===== src/design/sle_pkg.sv =====
// Shared types and constants for the sequential list engine.
package sle_pkg;

  localparam int DEPTH_DEF     = 64;
  localparam int ELEM_BITS_DEF = 32;
  localparam int FUNC_W        = 3;
  localparam int POS_W         = 7;
  localparam int VAL_W         = 32;
  localparam int STATUS_W      = 3;

  typedef enum logic [FUNC_W-1:0] {
    FN_INSERT  = 3'd0,
    FN_DELETE  = 3'd1,
    FN_LOCATE  = 3'd2,
    FN_DEL_MIN = 3'd3,
    FN_REVERSE = 3'd4,
    FN_DEL_EQ  = 3'd5,
    FN_DEL_RNG = 3'd6
  } func_t;

  localparam logic [STATUS_W-1:0] ST_OK       = 3'd0;
  localparam logic [STATUS_W-1:0] ST_BADPOS   = 3'd1;
  localparam logic [STATUS_W-1:0] ST_FULL     = 3'd2;
  localparam logic [STATUS_W-1:0] ST_EMPTY    = 3'd3;
  localparam logic [STATUS_W-1:0] ST_NOTFOUND = 3'd4;
  localparam logic [STATUS_W-1:0] ST_BADRANGE = 3'd5;

  typedef enum logic [1:0] {
    S_IDLE,
    S_PASS,
    S_PASS2,
    S_DONE
  } state_t;

  // Broadcast control to every cell of the chain.
  typedef struct packed {
    logic shift_en;
    logic load_en;
  } cell_ctrl_t;

endpackage


===== src/design/sle_cell.sv =====
// One storage cell of the element chain.
module sle_cell #(
  parameter int ELEM_BITS = sle_pkg::ELEM_BITS_DEF,
  parameter int CW        = 7,
  parameter int IDX       = 0
) (
  input  logic                   clk,
  input  sle_pkg::cell_ctrl_t    ctrl,
  input  logic [CW-1:0]          q,
  input  logic [ELEM_BITS-1:0]   right_data,
  input  logic [ELEM_BITS-1:0]   load_data,
  output logic [ELEM_BITS-1:0]   data
);

  localparam logic [CW-1:0] MY_IDX = CW'(IDX);

  // Cells below q take their right neighbor; cell q may take the load word.
  always_ff @(posedge clk) begin
    if (ctrl.shift_en && (MY_IDX < q)) begin
      data <= right_data;
    end else if (ctrl.load_en && (MY_IDX == q)) begin
      data <= load_data;
    end
  end

endmodule


===== src/design/sle_chain.sv =====
// Row of element cells; cell 0 is the head seen by the sequencer.
module sle_chain #(
  parameter int DEPTH     = sle_pkg::DEPTH_DEF,
  parameter int ELEM_BITS = sle_pkg::ELEM_BITS_DEF,
  parameter int CW        = $clog2(DEPTH + 1)
) (
  input  logic                   clk,
  input  sle_pkg::cell_ctrl_t    ctrl,
  input  logic [CW-1:0]          q,
  input  logic [ELEM_BITS-1:0]   load_data,
  output logic [ELEM_BITS-1:0]   head
);

  logic [ELEM_BITS-1:0] cell_data [DEPTH];

  for (genvar i = 0; i < DEPTH; i++) begin : g_cell
    logic [ELEM_BITS-1:0] right_data;
    if (i == DEPTH - 1) begin : g_last
      assign right_data = '0;
    end else begin : g_mid
      assign right_data = cell_data[i+1];
    end
    sle_cell #(
      .ELEM_BITS (ELEM_BITS),
      .CW        (CW),
      .IDX       (i)
    ) u_cell (
      .clk        (clk),
      .ctrl       (ctrl),
      .q          (q),
      .right_data (right_data),
      .load_data  (load_data),
      .data       (cell_data[i])
    );
  end

  assign head = cell_data[0];

endmodule


===== src/design/sequential_list_engine.sv =====
// Top level: ordered list of signed elements held in a chain of cells, one command at a time.
//
// The list lives in a row of DEPTH cells, element k in cell k, with the
// length in a counter. A command is taken when start is high and busy is
// low, which happens only while the engine is idle. busy then stays high
// through the cycle that carries the result.
// A command not refused walks the list through the head cell (twice for
// delete minimum). Each cycle the head element is examined, and either:
// - it is sent round to the end of the live region (kept);
// - it is dropped, and the region shrinks;
// - it is swapped for another word;
// - it is placed mid-region (reverse).
// An insert puts the new word at the end of the region when the walk
// reaches its position. Once the walk is over, the list is back in order.
// Steps per transaction, from the accepting edge up to and including the
// cycle with done high:
// - most commands: the walk, the end of the walk, then done;
// - a good insert also places the word in an extra step;
// - delete minimum needs a search walk and then a replace
//   walk;
// - commands refused up front (bad position, full, empty, bad
//   range, unused code) go straight to done.
// The result appears with done high for exactly one cycle and the
// receiver cannot stall it. busy falls in the cycle after done, so the
// next command is taken no earlier than that cycle.
module sequential_list_engine #(
  parameter int DEPTH     = sle_pkg::DEPTH_DEF,
  parameter int ELEM_BITS = sle_pkg::ELEM_BITS_DEF
) (
  input  logic                                clk,
  input  logic                                rst,
  input  logic                                start,
  output logic                                busy,
  input  logic [sle_pkg::FUNC_W-1:0]          func,
  input  logic [sle_pkg::POS_W-1:0]           position,
  input  logic signed [sle_pkg::VAL_W-1:0]    value,
  input  logic signed [sle_pkg::VAL_W-1:0]    range_high,
  output logic                                done,
  output logic [sle_pkg::STATUS_W-1:0]        status,
  output logic signed [sle_pkg::VAL_W-1:0]    result_value,
  output logic [sle_pkg::POS_W-1:0]           result_position,
  output logic [sle_pkg::POS_W-1:0]           list_length
);

  localparam int CW   = $clog2(DEPTH + 1);
  localparam int CMPW = ((CW > sle_pkg::POS_W) ? CW : sle_pkg::POS_W) + 1;
  localparam logic [CMPW-1:0] DEPTH_X = CMPW'(DEPTH);

  sle_pkg::state_t state, state_next;

  // command registers
  logic [sle_pkg::FUNC_W-1:0]   op;
  logic [sle_pkg::POS_W-1:0]    pos;
  logic signed [ELEM_BITS-1:0]  val;
  logic signed [ELEM_BITS-1:0]  hi;
  // walk control
  logic [CW-1:0]                m;        // live length, kept between commands
  logic [CW-1:0]                n_orig;   // length at command start
  logic [CW-1:0]                j;        // elements walked
  logic                         inserted;
  logic                         found;
  // results and search state
  logic [sle_pkg::STATUS_W-1:0] st;
  logic signed [ELEM_BITS-1:0]  rval;
  logic [CW-1:0]                rpos;
  logic signed [ELEM_BITS-1:0]  minv;
  logic [CW-1:0]                mp;
  logic signed [ELEM_BITS-1:0]  lastv;

  logic signed [ELEM_BITS-1:0]  head;
  sle_pkg::cell_ctrl_t          cctl;
  logic [CW-1:0]                cq;
  logic [ELEM_BITS-1:0]         cdata;

  logic signed [ELEM_BITS-1:0]  val_in;
  logic signed [ELEM_BITS-1:0]  hi_in;
  logic [sle_pkg::STATUS_W-1:0] pre_status;
  logic                         pre_skip;

  logic                         walking;
  logic                         ins_now;
  logic                         proc;
  logic                         drop;
  logic                         rep;
  logic                         pass_end;
  logic [CMPW-1:0]              pos_x;
  logic [CMPW-1:0]              j1_x;

  assign val_in = ELEM_BITS'(value);
  assign hi_in  = ELEM_BITS'(range_high);

  // Up-front checks on the incoming command against the current length.
  always_comb begin
    logic [CMPW-1:0] p_x;
    logic [CMPW-1:0] n_x;
    p_x        = CMPW'(position);
    n_x        = CMPW'(m);
    pre_status = sle_pkg::ST_OK;
    pre_skip   = 1'b0;
    unique case (func)
      sle_pkg::FN_INSERT: begin
        if (p_x == '0 || p_x > n_x + CMPW'(1)) begin
          pre_status = sle_pkg::ST_BADPOS;
          pre_skip   = 1'b1;
        end else if (n_x >= DEPTH_X) begin
          pre_status = sle_pkg::ST_FULL;
          pre_skip   = 1'b1;
        end
      end
      sle_pkg::FN_DELETE: begin
        if (p_x == '0 || p_x > n_x) begin
          pre_status = sle_pkg::ST_BADPOS;
          pre_skip   = 1'b1;
        end
      end
      sle_pkg::FN_DEL_MIN: begin
        if (m == '0) begin
          pre_status = sle_pkg::ST_EMPTY;
          pre_skip   = 1'b1;
        end
      end
      sle_pkg::FN_DEL_RNG: begin
        if (m == '0 || val_in >= hi_in) begin
          pre_status = sle_pkg::ST_BADRANGE;
          pre_skip   = 1'b1;
        end
      end
      sle_pkg::FN_LOCATE, sle_pkg::FN_REVERSE, sle_pkg::FN_DEL_EQ: begin
        pre_skip = 1'b0;
      end
      default: begin
        pre_skip = 1'b1;   // unused code: nothing to do
      end
    endcase
  end

  // Per-cycle walk decisions.
  assign walking  = (state == sle_pkg::S_PASS) || (state == sle_pkg::S_PASS2);
  assign pos_x    = CMPW'(pos);
  assign j1_x     = CMPW'(j) + CMPW'(1);
  assign ins_now  = (op == sle_pkg::FN_INSERT) && !inserted && (pos_x == j1_x);
  assign proc     = (j < n_orig);
  assign pass_end = !ins_now && !proc;

  always_comb begin
    drop = 1'b0;
    if (state == sle_pkg::S_PASS2) begin
      drop = (j == n_orig - CW'(1));
    end else begin
      unique case (op)
        sle_pkg::FN_DELETE:  drop = (pos_x == j1_x);
        sle_pkg::FN_DEL_EQ:  drop = (head == val);
        sle_pkg::FN_DEL_RNG: drop = (head >= val) && (head <= hi);
        default:             drop = 1'b0;
      endcase
    end
  end

  assign rep = (state == sle_pkg::S_PASS2) && (j == mp) && !drop;

  // Chain drive.
  always_comb begin
    cctl  = '0;
    cq    = m - CW'(1);
    cdata = head;
    if (walking) begin
      if (ins_now) begin
        cctl.load_en = 1'b1;   // append new word at end of region
        cq           = m;
        cdata        = val;
      end else if (proc) begin
        cctl.shift_en = 1'b1;
        cctl.load_en  = !drop;
        if (op == sle_pkg::FN_REVERSE) begin
          cq = n_orig - CW'(1) - j;
        end
        if (rep) begin
          cdata = lastv;
        end
      end
    end
  end

  sle_chain #(
    .DEPTH     (DEPTH),
    .ELEM_BITS (ELEM_BITS),
    .CW        (CW)
  ) u_chain (
    .clk       (clk),
    .ctrl      (cctl),
    .q         (cq),
    .load_data (cdata),
    .head      (head)
  );

  // Next state.
  always_comb begin
    state_next = state;
    unique case (state)
      sle_pkg::S_IDLE: begin
        if (start) begin
          state_next = pre_skip ? sle_pkg::S_DONE : sle_pkg::S_PASS;
        end
      end
      sle_pkg::S_PASS: begin
        if (pass_end) begin
          state_next = (op == sle_pkg::FN_DEL_MIN) ? sle_pkg::S_PASS2 : sle_pkg::S_DONE;
        end
      end
      sle_pkg::S_PASS2: begin
        if (pass_end) begin
          state_next = sle_pkg::S_DONE;
        end
      end
      sle_pkg::S_DONE: begin
        state_next = sle_pkg::S_IDLE;
      end
      default: begin
        state_next = sle_pkg::S_IDLE;
      end
    endcase
  end

  // Outputs.
  always_comb begin
    busy            = (state != sle_pkg::S_IDLE);
    done            = (state == sle_pkg::S_DONE);
    status          = st;
    result_value    = sle_pkg::VAL_W'(rval);
    result_position = sle_pkg::POS_W'(rpos);
    list_length     = sle_pkg::POS_W'(m);
  end

  always_ff @(posedge clk) begin
    if (rst) begin
      state    <= sle_pkg::S_IDLE;
      m        <= '0;
      n_orig   <= '0;
      j        <= '0;
      inserted <= 1'b0;
      found    <= 1'b0;
      op       <= '0;
    end else begin
      state <= state_next;
      unique case (state)
        sle_pkg::S_IDLE: begin
          if (start) begin
            op       <= func;
            pos      <= position;
            val      <= val_in;
            hi       <= hi_in;
            n_orig   <= m;
            j        <= '0;
            inserted <= 1'b0;
            found    <= 1'b0;
            st       <= pre_status;
            rval     <= '0;
            rpos     <= '0;
          end
        end
        sle_pkg::S_PASS, sle_pkg::S_PASS2: begin
          if (ins_now) begin
            inserted <= 1'b1;
            m        <= m + CW'(1);
          end else if (proc) begin
            j <= j + CW'(1);
            if (drop) begin
              m <= m - CW'(1);
            end
            if (state == sle_pkg::S_PASS) begin
              if (op == sle_pkg::FN_DELETE && drop) begin
                rval <= head;
              end
              if (op == sle_pkg::FN_LOCATE && !found && head == val) begin
                found <= 1'b1;
                rpos  <= j + CW'(1);
              end
              if (op == sle_pkg::FN_DEL_MIN) begin
                if (j == '0 || head < minv) begin
                  minv <= head;
                  mp   <= j;
                end
                if (j == n_orig - CW'(1)) begin
                  lastv <= head;
                end
              end
            end
          end else begin
            // end of a walk
            if (state == sle_pkg::S_PASS) begin
              if (op == sle_pkg::FN_LOCATE && !found) begin
                st <= sle_pkg::ST_NOTFOUND;
              end
              if (op == sle_pkg::FN_DEL_MIN) begin
                j    <= '0;
                rval <= minv;
              end
            end
          end
        end
        default: begin
        end
      endcase
    end
  end

endmodule

===== config.mk =====
export PLATFORM = sky130hd
export DESIGN_NAME = sequential_list_engine
export DESIGN_NICKNAME = d
export VERILOG_FILES = /design/src/design/sle_pkg.sv /design/src/design/sle_cell.sv /design/src/design/sle_chain.sv /design/src/design/sequential_list_engine.sv
export SDC_FILE = /design/constraint.sdc
export NUM_CORES = 2
export LEC_CHECK = 0
export BUFFER_PORTS_ARGS = -buffer_cell sky130_fd_sc_hd__buf_2
export CAP_MARGIN = 10
export CORE_MARGIN = 4
export CORE_UTILIZATION = 35
export DETAILED_ROUTE_END_ITERATION = 10
export HOLD_SLACK_MARGIN = 0.1
export PLACE_DENSITY = 0.61
export SLEW_MARGIN = 20
export SYNTH_ARGS = -nofsm -noshare
export SYNTH_HDL_FRONTEND = slang
export SYNTH_SLANG_ARGS = --single-unit

===== constraint.sdc =====
create_clock -name clk -period 7 [get_ports clk]
set_input_delay 1.05 -clock clk [delete_from_list [all_inputs] [get_ports clk]]
set_output_delay 1.05 -clock clk [all_outputs]
set_load 0.01 [all_outputs]

==> out/qor.csv <==
stage;metric;value;unit
sta;Final min period;6.244;ns
run;max_cap viols;0;
clocking;Root Buffer;clkbuf_16;
detailed_routing;routed wire length;247000;um
sta;Slew headroom;0.1884;
worst_hold_path;worst hold stages;1;
place;IO buf count;127;
sta;Max Fclk;160.1;MHz
detailed_routing;Routed WL per cell;23.85;um
worst_setup_path;Slowest-stage cell, CP;nor2_2;
worst_setup_path;Worst Reg-to-Reg Cells;13;
power;sequential power share;0.515;
detailed_routing;DR iter-0 viols;5453;
logic_synthesis;number of synthesized flops with an enable pin;2200;
cells_and_area;Post-Route Utilization;0.3994;
worst_setup_path;cell mode on critical path;buf_4;
worst_setup_path;CP Data Arrival Time;6.73;ns
floorplan;Initial Util;0.3515;
worst_setup_path;Crit Path Class;reg2reg;
worst_setup_path;crit path max fanout;32;
sta;Fin Clk Skew;0.09375;ns
clocking;CTS tree;built;
floorplan;total core area;287900;sq um
logic_synthesis;Net Count, Synth;6540;
floorplan;row count;197;
floorplan;Die Height;545.7;um
power;Sw Share;0.2257;
run_status;outcome;completed;
sta;worst setup margin;0.7557;ns
clocking;Setup Fix Bufs, Post-CTS;0;
worst_hold_path;Hold EP;val[12];
clocking;H-tree depth;4;
cells_and_area;final cell count without fillers;10360;
floorplan;area of the die;297800;sq um
sta;Slew @ Worst Pin;1.214;ns
detailed_routing;ANT nets after route;0;
detailed_routing;DRC errors left;0;
place;DP Cell Count;9919;
sta;Tcrit/Tclk final;0.8920;
logic_synthesis;ys flop type;edfxtp_1;
worst_setup_path;Crit Reg-Reg Endpoint;u_chain.g_cell[23].u_cell.data[8];
detailed_routing;Pre-antenna DRT Iters;6;
worst_setup_path;CP endpoint kind;flop;
place;post-place setup slack;0.9906;ns
worst_setup_path;r2r startpoint;j[0];
clocking;cts bufs inserted;236;
logic_synthesis;Synth Instances;6297;
power;Cell Pwr Density;256.5;nW/um^2
floorplan;chip width;545.7;um
power;peak supply drop;212.6;uV
global_route;GRT Total Usage;0.1614;
global_route;global route overflow;0;
logic_synthesis;area leader, netlist;edfxtp_1;
logic_synthesis;synthesis-stage register bit count;2260;
worst_hold_path;Worst Hold Class;in2reg;
logic_synthesis;synth cell count leaders;edfxtp_1, mux2_2, nand2_1;
logic_synthesis;top cells by area, synth;edfxtp_1, mux2_2, ha_1;
logic_synthesis;sequential-to-total area share from yosys stat;0.6647;
worst_setup_path;CP peak stage delay;0.81;ns
sta;final setup TNS;0;ns
logic_synthesis;post-synth top area share;0.6528;
worst_setup_path;Buf/Inv on CP;3;
cells_and_area;nets;6620;
power;Clock Power Share;0.423;
floorplan;Top Ports;128;
worst_setup_path;family with the most delay on the worst path;simple AND/OR/NAND/NOR gates;
worst_hold_path;worst hold path startpoint;value[12];
logic_synthesis;Yosys warnings;0;
power;Net Sw Power;6.656;mW
sta;Final Max Tran Viols;0;
power;P_int;22.84;mW
detailed_routing;via count;54300;
clocking;number of gates resized after CTS;0;
place;placed inst area;107300;sq um
detailed_routing;Via density;5.242;
global_route;initial antenna violation count;20;
logic_synthesis;count leader, synth;edfxtp_1;
global_route;global-route wire length before repair;370000;um
worst_setup_path;CP cell instances;inv_1 > ha_1 > xor2_1 > nor3_1 > nand4_2 > or4_1 > o311a_4 > or2_1 > buf_4 > nor2_2 > nand2_1 > o21bai_2 > buf_4;
logic_synthesis;post-synthesis cell type count;99;
sta;RSZ-0062 raised after global routing;false;
sta;Final Hold Viols;0;
power;Leak Pwr;38.28;nW
global_route;vias in the first global route;54800;
power;Comb power frac;0.062;
worst_setup_path;Worst EP required;7.49;ns
worst_setup_path;Startpoint Class;flop;
cells_and_area;share of layout cells above drive strength 1;0.4018;
place;DP HPWL;149200;um
cells_and_area;Syn-to-layout area delta;13.63;%
place;gpl congestion;0.8678;
logic_synthesis;Cell Area, Synth;101200;sq um
logic_synthesis;mean area per synthesized cell;16.07;sq um
clocking;TritonCTS Sinks;2260;
logic_synthesis;asr flop ratio synth;0;
cells_and_area;fin area;115000;sq um
clocking;register clock-pin slew on the reported worst setup and hold paths;0.06;ns
clocking;latest clock arrival within the worst-skew pair;0.93;ns
global_route;largest net degree at the start of global routing;72;
clocking;Max Root-Sink Buffers;4;
worst_setup_path;R2R Setup Slk;0.76;ns
clocking;hold_buf cts;0;
sta;setup violators final;0;
cells in the final DEF (no fill, tap or decap), types with 12 or more instances in the layout:
master	netlist	layout
clkbuf_16	0	238
o21bai_2	7	27
nor3_1	35	35
mux2i_1	35	35
o21ai_1	11	12
buf_4	28	183
nand2_1	323	322
o21ai_4	0	21
nor4_1	16	15
o21a_4	0	15
mux2_2	1772	1772
o21ai_2	13	34
a21o_1	26	26
bufinv_16	0	25
a21oi_1	150	126
nand4_1	37	37
a21oi_4	0	25
nand3_1	28	28
nor2b_1	13	13
dfxtp_1	60	60
edfxtp_1	2200	2200
clkbuf_1	264	39
nand2b_1	14	14
clkinv_1	1	54
nor2_1	111	106
o21ai_0	181	138
mux2_1	140	140
buf_2	175	127
o22ai_1	36	33
buf_12	0	21
xnor2_1	23	23
ha_1	165	164
clkinv_2	0	50
inv_1	161	161
o21a_1	31	16
o211ai_1	16	16
layout make-up:
class	instances	area [sq um]
Fill cell	25820	172900
Sequential cell	2260	67260
Multi-Input combinational cell	3383	32240
Clock buffer	280	6143
Tap cell	3781	4731
Timing Repair Buffer	334	2512
Clock inverter	152	1489
Inverter	162	608.1
Antenna cell	5	12.51
power groups by stage:
stage	clock (mW)	sequential [mW]	combinational, mW
floorplan	0	15.5	1.05
global placement	0	15.5	1.76
detailed placement	0	15.5	1.79
CTS	12.7	15.2	1.80
global route	13.4	15.2	1.97
finish	12.5	15.2	1.83
cell families after synthesis:
group,synth area share
AO/OA/AOI/OAI,0.03782
XOR/XNOR,0.003462
adder cells (fa/ha/maj),0.02060
buffers and inverters,0.02828
flip-flops,0.6647
multiplexers,0.2162
AND/OR/NAND/NOR,0.02897
metal layers:
metal | up-vias | global-route usage | wire (um)
li1 | 24220 | - | -
met1 | 27930 | 0.2271 | 108700
met2 | 1787 | 0.2570 | 114400
met3 | 353 | 0.03062 | 17690
met4 | 2 | 0.04058 | 6095
met5 | - | 0 | 10
stage by stage:
step / power [mW] / hold slack [ns]
6_report: 29.50 / 0.3514
5_1_grt: 30.53 / 0.2992
4_1_cts: 29.73 / 0.2734
3_5_place_dp: 17.27 / 0.4517
3_3_place_gp: 17.23 / 0.4392
2_1_floorplan: 16.54 / 0.4288
registers in the layout (all words and copies together) (netlist names):
signal and flops:
op 3, u_chain.g_cell.u_cell.data 2048, pos 7, result_position 7, j 7, mp 7, status 3, found 1
lastv 32, list_length 7, state 2, val 32, hi 32, inserted 1, minv 32, result_value 32
n_orig 7
worst max path at each step:
stage               startpoint                           endpoint  slack [ns]  cells past startpoint
floorplan                 j[0]  u_chain.g_cell[47].u_cell.data[0]        0.10                     12
global placement          j[0]  u_chain.g_cell[23].u_cell.data[9]        1.12                     13
detailed placement        j[0]  u_chain.g_cell[23].u_cell.data[9]        0.99                     13
CTS                       j[0]  u_chain.g_cell[23].u_cell.data[8]        0.95                     13
global route              j[1]  u_chain.g_cell[23].u_cell.data[8]        0.75                     13
finish                    j[0]  u_chain.g_cell[23].u_cell.data[8]        0.76                     13
Power figures use the tool's default switching activity.
